--- src/design/lkd_pkg.sv ---
// Shared types, constants and decode function for the ladder keypad debouncer.
package lkd_pkg;

   localparam int KEY_COUNT   = 5;
   localparam int SAMPLE_W    = 10;
   localparam int COUNT_W     = 8;
   localparam int KEY_W       = 3;
   localparam int CSR_ADDR_W  = 5;
   localparam int CSR_DATA_W  = 32;

   // no key selected
   localparam logic [KEY_W-1:0] KEY_NONE = KEY_W'(KEY_COUNT);

   // register indexes
   localparam logic [2:0] REG_THR0    = 3'd0;
   localparam logic [2:0] REG_THR1    = 3'd1;
   localparam logic [2:0] REG_THR2    = 3'd2;
   localparam logic [2:0] REG_THR3    = 3'd3;
   localparam logic [2:0] REG_THR4    = 3'd4;
   localparam logic [2:0] REG_CAP     = 3'd5;
   localparam logic [2:0] REG_PRESS   = 3'd6;
   localparam logic [2:0] REG_RELEASE = 3'd7;

   // reset values
   localparam logic [SAMPLE_W-1:0] THR0_RST    = 10'd50;
   localparam logic [SAMPLE_W-1:0] THR1_RST    = 10'd200;
   localparam logic [SAMPLE_W-1:0] THR2_RST    = 10'd400;
   localparam logic [SAMPLE_W-1:0] THR3_RST    = 10'd600;
   localparam logic [SAMPLE_W-1:0] THR4_RST    = 10'd800;
   localparam logic [COUNT_W-1:0]  CAP_RST     = 8'd15;
   localparam logic [COUNT_W-1:0]  PRESS_RST   = 8'd10;
   localparam logic [COUNT_W-1:0]  RELEASE_RST = 8'd3;

   typedef logic [KEY_COUNT-1:0][SAMPLE_W-1:0] thr_array_type;

   // per-key step control from the top level
   typedef struct packed {
      logic step;
      logic sel;
      logic ack;
   } key_ctl_type;

   // shared counter levels
   typedef struct packed {
      logic [COUNT_W-1:0] cap_level;
      logic [COUNT_W-1:0] press_level;
      logic [COUNT_W-1:0] rel_level;
   } key_levels_type;

   // key status after the current step
   typedef struct packed {
      logic held;
      logic flag;
   } key_status_type;

   // lowest key whose threshold exceeds the sample, else KEY_NONE
   function automatic logic [KEY_W-1:0] decode_key(input logic [SAMPLE_W-1:0] sample,
                                                   input thr_array_type thr);
      logic [KEY_W-1:0] k;
      k = KEY_NONE;
      for (int i = KEY_COUNT - 1; i >= 0; i--) begin
         if (sample < thr[i]) begin
            k = KEY_W'(i);
         end
      end
      return k;
   endfunction

endpackage

--- src/design/lkd_key_cell.sv ---
// One key's integrating counter with held bit and press flag.
module lkd_key_cell
   import lkd_pkg::*;
(
   input  logic           clock,
   input  logic           reset,
   input  key_ctl_type    ctl,
   input  key_levels_type levels,
   output key_status_type status_in
);

   logic [COUNT_W-1:0] count_ff;
   logic [COUNT_W-1:0] count_in;
   logic               held_ff;
   logic               held_in;
   logic               flag_ff;
   logic               flag_in;
   logic [COUNT_W-1:0] count_up;
   logic [COUNT_W-1:0] count_dn;

   assign count_up = count_ff + COUNT_W'(1);
   assign count_dn = count_ff - COUNT_W'(1);

   always_comb begin
      count_in = count_ff;
      held_in  = held_ff;
      flag_in  = flag_ff & ~ctl.ack;   // ack lands before the update
      if (ctl.sel) begin
         if (count_ff < levels.cap_level) begin
            count_in = count_up;
            if ((count_up > levels.press_level) && !held_ff) begin
               held_in = 1'b1;
               flag_in = 1'b1;
            end
         end
      end else if (count_ff != '0) begin
         count_in = count_dn;
         flag_in  = 1'b0;
         if (count_dn < levels.rel_level) begin
            held_in = 1'b0;
         end
      end
   end

   always_ff @(posedge clock) begin
      if (reset) begin
         count_ff <= '0;
         held_ff  <= 1'b0;
         flag_ff  <= 1'b0;
      end else if (ctl.step) begin
         count_ff <= count_in;
         held_ff  <= held_in;
         flag_ff  <= flag_in;
      end
   end

   assign status_in.held = held_in;
   assign status_in.flag = flag_in;

endmodule

--- src/design/ladder_keypad_debouncer_core.sv ---
// Ladder keypad debouncer top level: CSRs, request stage, key cells, response register.
// An accepted request is held in the request register, then moves into the response register.
// Throughput: 1 request per cycle while the response is taken;
// the key cell update is a single compare/add per key.
// A stalled response holds only the response register; one more request is buffered behind it.
// Reset (synchronous, active high) clears counters, held bits, flags and valids,
// and loads the CSRs with their default thresholds and levels.
module ladder_keypad_debouncer_core
   import lkd_pkg::*;
(
   input  logic                  clock,
   input  logic                  reset,
   // request channel
   input  logic                  req_valid,
   output logic                  req_ready,
   input  logic [SAMPLE_W-1:0]   req_adc_sample,
   input  logic [KEY_COUNT-1:0]  req_ack_mask,
   // response channel
   output logic                  rsp_valid,
   input  logic                  rsp_ready,
   output logic [KEY_W-1:0]      rsp_decoded_key,
   output logic [KEY_COUNT-1:0]  rsp_held_mask,
   output logic [KEY_COUNT-1:0]  rsp_press_flags,
   // configuration port
   input  logic                  csr_psel,
   input  logic                  csr_penable,
   input  logic                  csr_pwrite,
   input  logic [CSR_ADDR_W-1:0] csr_paddr,
   input  logic [CSR_DATA_W-1:0] csr_pwdata,
   output logic [CSR_DATA_W-1:0] csr_prdata,
   output logic                  csr_pready
);

   // ------------------------------------------------------------------
   // Configuration registers
   // ------------------------------------------------------------------
   thr_array_type      thr_ff;
   thr_array_type      thr_in;
   logic [COUNT_W-1:0] cap_ff;
   logic [COUNT_W-1:0] cap_in;
   logic [COUNT_W-1:0] press_ff;
   logic [COUNT_W-1:0] press_in;
   logic [COUNT_W-1:0] rel_ff;
   logic [COUNT_W-1:0] rel_in;
   logic               csr_wr;
   logic [2:0]         csr_idx;

   assign csr_pready = 1'b1;
   assign csr_wr     = csr_psel & csr_penable & csr_pwrite;
   assign csr_idx    = csr_paddr[CSR_ADDR_W-1:2];

   always_comb begin
      thr_in   = thr_ff;
      cap_in   = cap_ff;
      press_in = press_ff;
      rel_in   = rel_ff;
      if (csr_wr) begin
         unique case (csr_idx)
            REG_THR0:    thr_in[0] = csr_pwdata[SAMPLE_W-1:0];
            REG_THR1:    thr_in[1] = csr_pwdata[SAMPLE_W-1:0];
            REG_THR2:    thr_in[2] = csr_pwdata[SAMPLE_W-1:0];
            REG_THR3:    thr_in[3] = csr_pwdata[SAMPLE_W-1:0];
            REG_THR4:    thr_in[4] = csr_pwdata[SAMPLE_W-1:0];
            REG_CAP:     cap_in    = csr_pwdata[COUNT_W-1:0];
            REG_PRESS:   press_in  = csr_pwdata[COUNT_W-1:0];
            REG_RELEASE: rel_in    = csr_pwdata[COUNT_W-1:0];
         endcase
      end
   end

   always_ff @(posedge clock) begin
      if (reset) begin
         thr_ff[0] <= THR0_RST;
         thr_ff[1] <= THR1_RST;
         thr_ff[2] <= THR2_RST;
         thr_ff[3] <= THR3_RST;
         thr_ff[4] <= THR4_RST;
         cap_ff    <= CAP_RST;
         press_ff  <= PRESS_RST;
         rel_ff    <= RELEASE_RST;
      end else begin
         thr_ff    <= thr_in;
         cap_ff    <= cap_in;
         press_ff  <= press_in;
         rel_ff    <= rel_in;
      end
   end

   // readback mux
   always_comb begin
      csr_prdata = '0;
      unique case (csr_idx)
         REG_THR0:    csr_prdata = CSR_DATA_W'(thr_ff[0]);
         REG_THR1:    csr_prdata = CSR_DATA_W'(thr_ff[1]);
         REG_THR2:    csr_prdata = CSR_DATA_W'(thr_ff[2]);
         REG_THR3:    csr_prdata = CSR_DATA_W'(thr_ff[3]);
         REG_THR4:    csr_prdata = CSR_DATA_W'(thr_ff[4]);
         REG_CAP:     csr_prdata = CSR_DATA_W'(cap_ff);
         REG_PRESS:   csr_prdata = CSR_DATA_W'(press_ff);
         REG_RELEASE: csr_prdata = CSR_DATA_W'(rel_ff);
      endcase
   end

   // ------------------------------------------------------------------
   // Request stage: registers the incoming request
   // ------------------------------------------------------------------
   logic                 s1_valid_ff;
   logic                 s1_valid_in;
   logic [SAMPLE_W-1:0]  s1_sample_ff;
   logic [KEY_COUNT-1:0] s1_ack_ff;
   logic                 rsp_valid_ff;
   logic                 rsp_valid_in;
   logic                 advance;
   logic                 req_take;

   // stage 1 moves into the response register when that register is free or draining
   assign advance   = s1_valid_ff & (~rsp_valid_ff | rsp_ready);
   assign req_ready = ~s1_valid_ff | advance;
   assign req_take  = req_valid & req_ready;

   always_comb begin
      s1_valid_in = s1_valid_ff;
      if (req_take) begin
         s1_valid_in = 1'b1;
      end else if (advance) begin
         s1_valid_in = 1'b0;
      end
   end

   always_ff @(posedge clock) begin
      if (reset) begin
         s1_valid_ff <= 1'b0;
      end else begin
         s1_valid_ff <= s1_valid_in;
      end
   end

   always_ff @(posedge clock) begin
      if (req_take) begin
         s1_sample_ff <= req_adc_sample;
         s1_ack_ff    <= req_ack_mask;
      end
   end

   // ------------------------------------------------------------------
   // Decode and key update; key state commits when the request advances
   // ------------------------------------------------------------------
   logic [KEY_W-1:0]     sel_key;
   key_levels_type       levels;
   key_status_type       status [KEY_COUNT];
   logic [KEY_COUNT-1:0] held_next;
   logic [KEY_COUNT-1:0] flag_next;

   assign sel_key            = decode_key(s1_sample_ff, thr_ff);
   assign levels.cap_level   = cap_ff;
   assign levels.press_level = press_ff;
   assign levels.rel_level   = rel_ff;

   for (genvar g = 0; g < KEY_COUNT; g++) begin : g_key
      key_ctl_type ctl;
      assign ctl.step = advance;
      assign ctl.sel  = (sel_key == KEY_W'(g));
      assign ctl.ack  = s1_ack_ff[g];

      lkd_key_cell u_cell (
         .clock     (clock),
         .reset     (reset),
         .ctl       (ctl),
         .levels    (levels),
         .status_in (status[g])
      );

      assign held_next[g] = status[g].held;
      assign flag_next[g] = status[g].flag;
   end

   // ------------------------------------------------------------------
   // Response register
   // ------------------------------------------------------------------
   logic [KEY_W-1:0]     rsp_key_ff;
   logic [KEY_COUNT-1:0] rsp_held_ff;
   logic [KEY_COUNT-1:0] rsp_flags_ff;

   always_comb begin
      rsp_valid_in = rsp_valid_ff;
      if (advance) begin
         rsp_valid_in = 1'b1;
      end else if (rsp_ready) begin
         rsp_valid_in = 1'b0;
      end
   end

   always_ff @(posedge clock) begin
      if (reset) begin
         rsp_valid_ff <= 1'b0;
      end else begin
         rsp_valid_ff <= rsp_valid_in;
      end
   end

   always_ff @(posedge clock) begin
      if (advance) begin
         rsp_key_ff   <= sel_key;
         rsp_held_ff  <= held_next;
         rsp_flags_ff <= flag_next;
      end
   end

   assign rsp_valid       = rsp_valid_ff;
   assign rsp_decoded_key = rsp_key_ff;
   assign rsp_held_mask   = rsp_held_ff;
   assign rsp_press_flags = rsp_flags_ff;

endmodule

--- config.mk ---
export PLATFORM = sky130hd
export DESIGN_NAME = ladder_keypad_debouncer_core
export DESIGN_NICKNAME = d
export VERILOG_FILES = /design/src/design/lkd_pkg.sv /design/src/design/lkd_key_cell.sv /design/src/design/ladder_keypad_debouncer_core.sv
export SDC_FILE = /design/constraint.sdc
export NUM_CORES = 1
export LEC_CHECK = 0
export BUFFER_PORTS_ARGS = -buffer_cell sky130_fd_sc_hd__buf_4
export CORE_ASPECT_RATIO = 1.4
export CORE_UTILIZATION = 55
export CTS_BUF_LIST = sky130_fd_sc_hd__clkbuf_4 sky130_fd_sc_hd__clkbuf_8 sky130_fd_sc_hd__clkbuf_16
export CTS_CLUSTER_SIZE = 25
export DETAILED_ROUTE_END_ITERATION = 7
export PLACE_DENSITY_LB_ADDON = 0.25
export SLEW_MARGIN = 20
export SYNTH_ARGS = -nofsm -noshare
export SYNTH_HDL_FRONTEND = slang
export SYNTH_HIERARCHICAL = 1
export SYNTH_SLANG_ARGS = --single-unit
--- constraint.sdc ---
create_clock -name clock -period 3.4 [get_ports clock]
set_clock_uncertainty 0.1 [all_clocks]
set_input_delay 0.34 -clock clock [delete_from_list [all_inputs] [get_ports clock]]
set_output_delay 0.34 -clock clock [all_outputs]
set_load 0.02 [all_outputs]
# Word level (Yosys, flattened, before mapping)
# Index checks and enable logic that the tools add are counted.
# Widths: inputs -> output; s select.
[totals] register_bits=154 elab_cells=201 out_inout_bits=48
[classes] n_lt_le_gt_ge=20 eq_ne=16 bitwise=18 reduce_logical=37 mux=70 n_addsub=10
[op_table] op="$pmux 32 s8" count=1
[op_table] op="$mux 8" count=15
[op_table] op="$lt 8x8->1" count=10
[op_table] op="$lt 10x10->1" count=5
[op_table] op="$mux 1" count=50
[op_table] op="$add 8x1->8 const B" count=5
[op_table] op="$gt 8x8->1" count=5
[op_table] op="$reduce_bool 8->1" count=5
[op_table] op="$sub 8x1->8 const B" count=5
[op_table] op="$reduce_and 2->1" count=8
[op_table] op="$eq 3x3->1 const B" count=5
[op_table] op="$reduce_and 3->1" count=5
[op_table] op="$reduce_bool 2->1" count=7
[op_table] op="$eq 3x2->1 const B" count=4
[op_table] op="$mux 3" count=4
[op_table] op="$ne 2x1->1 const B" count=5
[op_table] op="$and 1x1->1" count=9
[op_table] op="$not 1->1" count=7
[op_table] op="$eq 3x1->1 const B" count=2
[op_table] op="$logic_not 3->1" count=2
[op_table] op="$logic_and 1x1->1" count=5
[op_table] op="$logic_not 1->1" count=5
[op_table] op="$or 1x1->1" count=2

# Logic depth before layout (Yosys ltp)
[depth] ltp_word=9 ltp_mapped=15 ltp_nobuf=13

# Hierarchy
# The synthesis kept the hierarchy.
[by_module_without_submodules] mod="lkd_key_cell at g_key[1].u_cell ..." cells_per_inst=192 n_inst=4 area_each_um2=1500.2
[by_module_without_submodules] mod="ladder_keypad_debouncer_core" cells_per_inst=626 n_inst=1 area_each_um2=5624.1
[by_module_without_submodules] mod="lkd_key_cell at g_key[0].u_cell" cells_per_inst=191 n_inst=1 area_each_um2=1496.4

# Worst setup path after synthesis
# OpenSTA, ideal clock, no wires.
[synth_timing] path_type="reg2reg" from="register s1_sample_ff[7]" to="register g_key[4].u_cell.count_ff[7]" required_ns=3.177 n_path_buf=1 setup_slack_ns=0.183 path_stages_with_launch=13 period_less_slack_ns=3.217 arrival_time_ns=2.994 cell_sequence="edfxtp_1 ha_1 a21o_1 a21o_1 a221o_1 a31oi_4 nand2b_4 and3b_1 buf_2 nor3_1 nand3b_1 a2111oi_2 mux2_1"
[synth_rtl] item="start: declaration" line="ladder_keypad_debouncer_core.sv:109" source="logic [SAMPLE_W-1:0] s1_sample_ff;"
[synth_rtl] item="start signal: assignment" line="ladder_keypad_debouncer_core.sv:140" source="s1_sample_ff <= req_adc_sample;"
[synth_rtl] item="end signal: assignment" line="lkd_key_cell.sv:51" source="count_ff <= count_in;"
[synth_rtl] item="end: declaration" line="lkd_key_cell.sv:12" source="logic [COUNT_W-1:0] count_ff;"

==> out/qor.yml <==
start_util_pct: 56.3
viasPerCell: 5.90
cp_top_family: "compound AO/OA/AOI/OAI gates"
synthToLayoutAreaGrowth_pct: 15.0
period_needed_ns: 3.40
total_power_uw: 9350
synth.distinct_cells: 81
min_to: "s1_valid_ff$_SDFFE_PP0P_"
setup_viol: 1
drt_first_iter_violations: 914
io_buffers: 59
fill_cells: 2019
seq_area_frac_synth_pct: 25.6
worstPathArrival_ns: 3.63
grt_pass1_vias: 11300
num_rows: 66
die_h_um: 185
drtAntennaViolNets: 0
syn_inst: 1585
clk_latency_ns: 0.44
nets: 1901
drc_errors: 0
r2r-end: "g_key[4].u_cell/count_ff[7]$_SDFFE_PP0P_"
seq_area_um2: 3360
gp_congestion: 0.939
cts_tree: "built"
power.leakage_uw: 0.00647
yosysTopAreaCell: "dfxtp_1"
crit_path_end_kind: "register"
clkTransAtPathRegs_ns: 0.06
synth_flop_cell: "dfxtp_1"
finalWorstSetupSlack_ns: -0.00151
preCtsSetupSlack_ns: -0.0928
path_buf_inv: 2
root_buffer: "clkbuf_16"
cts_buffer_depth: 2
placed_cell_area_um2: 14000
syn_area_um2: 13100
r2r-start: "s1_sample_ff[7]$_DFFE_PP_"
fp.dieArea_um2: 24500
whs_path_depth: 3
cts_htree_levels: 4
ys_warn_count: 6
slowest_stage: "edfxtp_1"
crit_chain: "buf_6, ha_1, and4_1, a221oi_2, o21ai_1, a31o_2, and3b_2, buf_12, a31oi_4, nor3_4, a2111oi_4, mux2_4"
rsz0062_at_grt: "yes"
hold_viol_final: 0
grt_overflow: 0
cap_viol_max_count: 0
netlist_top_cells_area: "dfxtp_1 19%, ha_1 16%, edfxtp_1 6.4%"
fmax_ghz: 0.294
hp-class: "in2reg"
drt-pass1-iter-count: 5
critPathMaxFanout: 7
worst_pin_slew_ns: 1.04
power_density_nw_per_um2: 620
maxSlewHeadroom_pct: 30.3
vias: 11800
path_class: "reg2reg"
grt_pass1_wl_mm: 58.2
wl_per_cell_um: 18.5
avgSynthCellArea_um2: 8.28
grt_usage_pct: 30.4
ioPinCount: 107
timing.final.crit_share_pct: 100
synth-seq-cells: 154
dieWidth_um: 133
ir_drop_uv: 428
outcome: "finished with violations"
maxSlewViolCount: 0
slowest_delay_ns: 0.45
min_from: "req_valid"
synth_edf_count: 28
synth_top_cell_area_share_pct: 19.2
yosysMostFrequentCell: "inv_1"
drt-total-wl_mm: 36.9
r2r_slack_ns: -0.002
cts.sinks: 154
multi_input_area_um2: 8690
coreArea_um2: 23300
final_cell_area_um2: 15100
ff2ff_path_depth: 12
grt_max_degree: 80
violations: "setup timing"
critPathRequiredTime_ns: 3.62
drive_gt1_share_pct: 16.2
antenna_found_initial: 0
synthTopCellsByCount: "186 x inv_1, 170 x ha_1, 163 x nand2_1"
dp_hpwl_mm: 27.1
async_reset_ff_share_pct: 0
diodes: 0
cts_buffers: 17
start_kind: "register"
-- where the power goes --
part	switching [uW]	internal, uW	total [uW]
clock	809	1270	2080
combinational	2570	2230	4800
sequential	435	2030	2470
-- layout make-up --
| type | instances | share of cell area (%) |
|---|---|---|
| multi-input cells | 1142 | 57.6 |
| flip-flops and latches | 154 | 22.3 |
| repair buffers | 158 | 8.35 |
| inverters | 199 | 4.95 |
| clock buffers | 19 | 3.00 |
| well taps | 306 | 2.54 |
| clock inverters | 13 | 1.24 |
-- placed cells by master (no fill, tap or decap), drive strengths merged, types with 26 or more instances in the layout --
| cell type | count |
|---|---|
| mux2i | 26 |
| nor2b | 43 |
| xnor2 | 50 |
| dfxtp | 126 |
| inv | 198 |
| nand2 | 163 |
| ha | 170 |
| nor2 | 111 |
| o211ai | 47 |
| buf | 143 |
| o21ai | 29 |
| edfxtp | 28 |
| nand3 | 42 |
| nor3 | 36 |
| a21oi | 97 |
| mux2 | 26 |
-- logic make-up after synthesis --
family	Yosys count	synth area share, %
and+or+nand+nor	483	19.0
AOI/OAI and AO/OA	347	19.6
buffers and inverters	310	10.7
adders and majority gates	170	16.2
DFF	154	25.6
xor gates and xnor gates	65	4.34
muxes	54	4.56
other	2	0.0572
-- flip-flops by register name, indices dropped and copies added (netlist names) --
| register | flops |
|---|---|
| rsp_decoded_key | 3 |
| rsp_press_flags | 5 |
| cap_ff | 8 |
| rel_ff | 8 |
| s1_sample_ff | 10 |
| s1_ack_ff | 5 |
| s1_valid_ff | 1 |
| g_key.u_cell/count_ff | 40 |
| g_key.u_cell/held_ff | 5 |
| rsp_valid | 1 |
| g_key.u_cell/flag_ff | 5 |
| press_ff | 8 |
| thr_ff | 50 |
| rsp_held_mask | 5 |
-- worst reg2reg max path, stage by stage (launching register included) --
cell	delay, ns
edfxtp_1	0.45
buf_6	0.17
ha_1	0.28
and4_1	0.21
a221oi_2	0.21
o21ai_1	0.10
a31o_2	0.28
and3b_2	0.29
buf_12	0.16
a31oi_4	0.27
nor3_4	0.10
a2111oi_4	0.33
mux2_4	0.33
-- worst max path at each step --
stage / start / to / slack (ns) / depth (start not counted)
3_3_place_gp: s1_sample_ff[2]$_DFFE_PP_ / g_key[0].u_cell/count_ff[2]$_SDFFE_PP0P_ / 0.03 / 13
4_1_cts: s1_sample_ff[2]$_DFFE_PP_ / g_key[1].u_cell/count_ff[7]$_SDFFE_PP0P_ / 0.007 / 14
3_5_place_dp: s1_sample_ff[7]$_DFFE_PP_ / g_key[4].u_cell/count_ff[7]$_SDFFE_PP0P_ / -0.09 / 13
6_report: s1_sample_ff[7]$_DFFE_PP_ / g_key[4].u_cell/count_ff[7]$_SDFFE_PP0P_ / -0.002 / 12
2_1_floorplan: s1_sample_ff[7]$_DFFE_PP_ / g_key[4].u_cell/count_ff[7]$_SDFFE_PP0P_ / 0.18 / 12
5_1_grt: s1_sample_ff[2]$_DFFE_PP_ / g_key[1].u_cell/count_ff[7]$_SDFFE_PP0P_ / -0.09 / 14
-- routing by layer --
layer	global-route usage [%]	vias to the layer above	wire [um]
met5	0	-	0
met4	18.9	0	2060
met3	3.52	130	1760
met2	55.6	388	18800
met1	33.5	5569	14300
li1	-	5669	-
-- stage by stage --
| stage | hold WS [ns] | instances | setup TNS, ns | utilization, % |
|---|---|---|---|---|
| 2_1_floorplan | 0.336 | 1606 | 0 | - |
| 3_3_place_gp | 0.343 | 1935 | 0 | 60.0 |
| 3_5_place_dp | 0.350 | 1935 | -0.252 | 60.0 |
| 4_1_cts | 0.00544 | 1983 | 0 | 63.5 |
| 5_1_grt | 0.0364 | 1991 | -0.595 | 64.8 |
| 6_report | 0.0168 | 1991 | -0.00151 | 64.8 |
-- repair_timing --
action                                 CTS  global route
resized for setup                        6            38
cloned                                   0             0
pin swaps                                0             8
setup buffers                            1             8
setup endpoints to repair                6            31
endpoints found under the hold margin   15             0
hold buffers                            15             0
(Power assumes the default switching activity.)
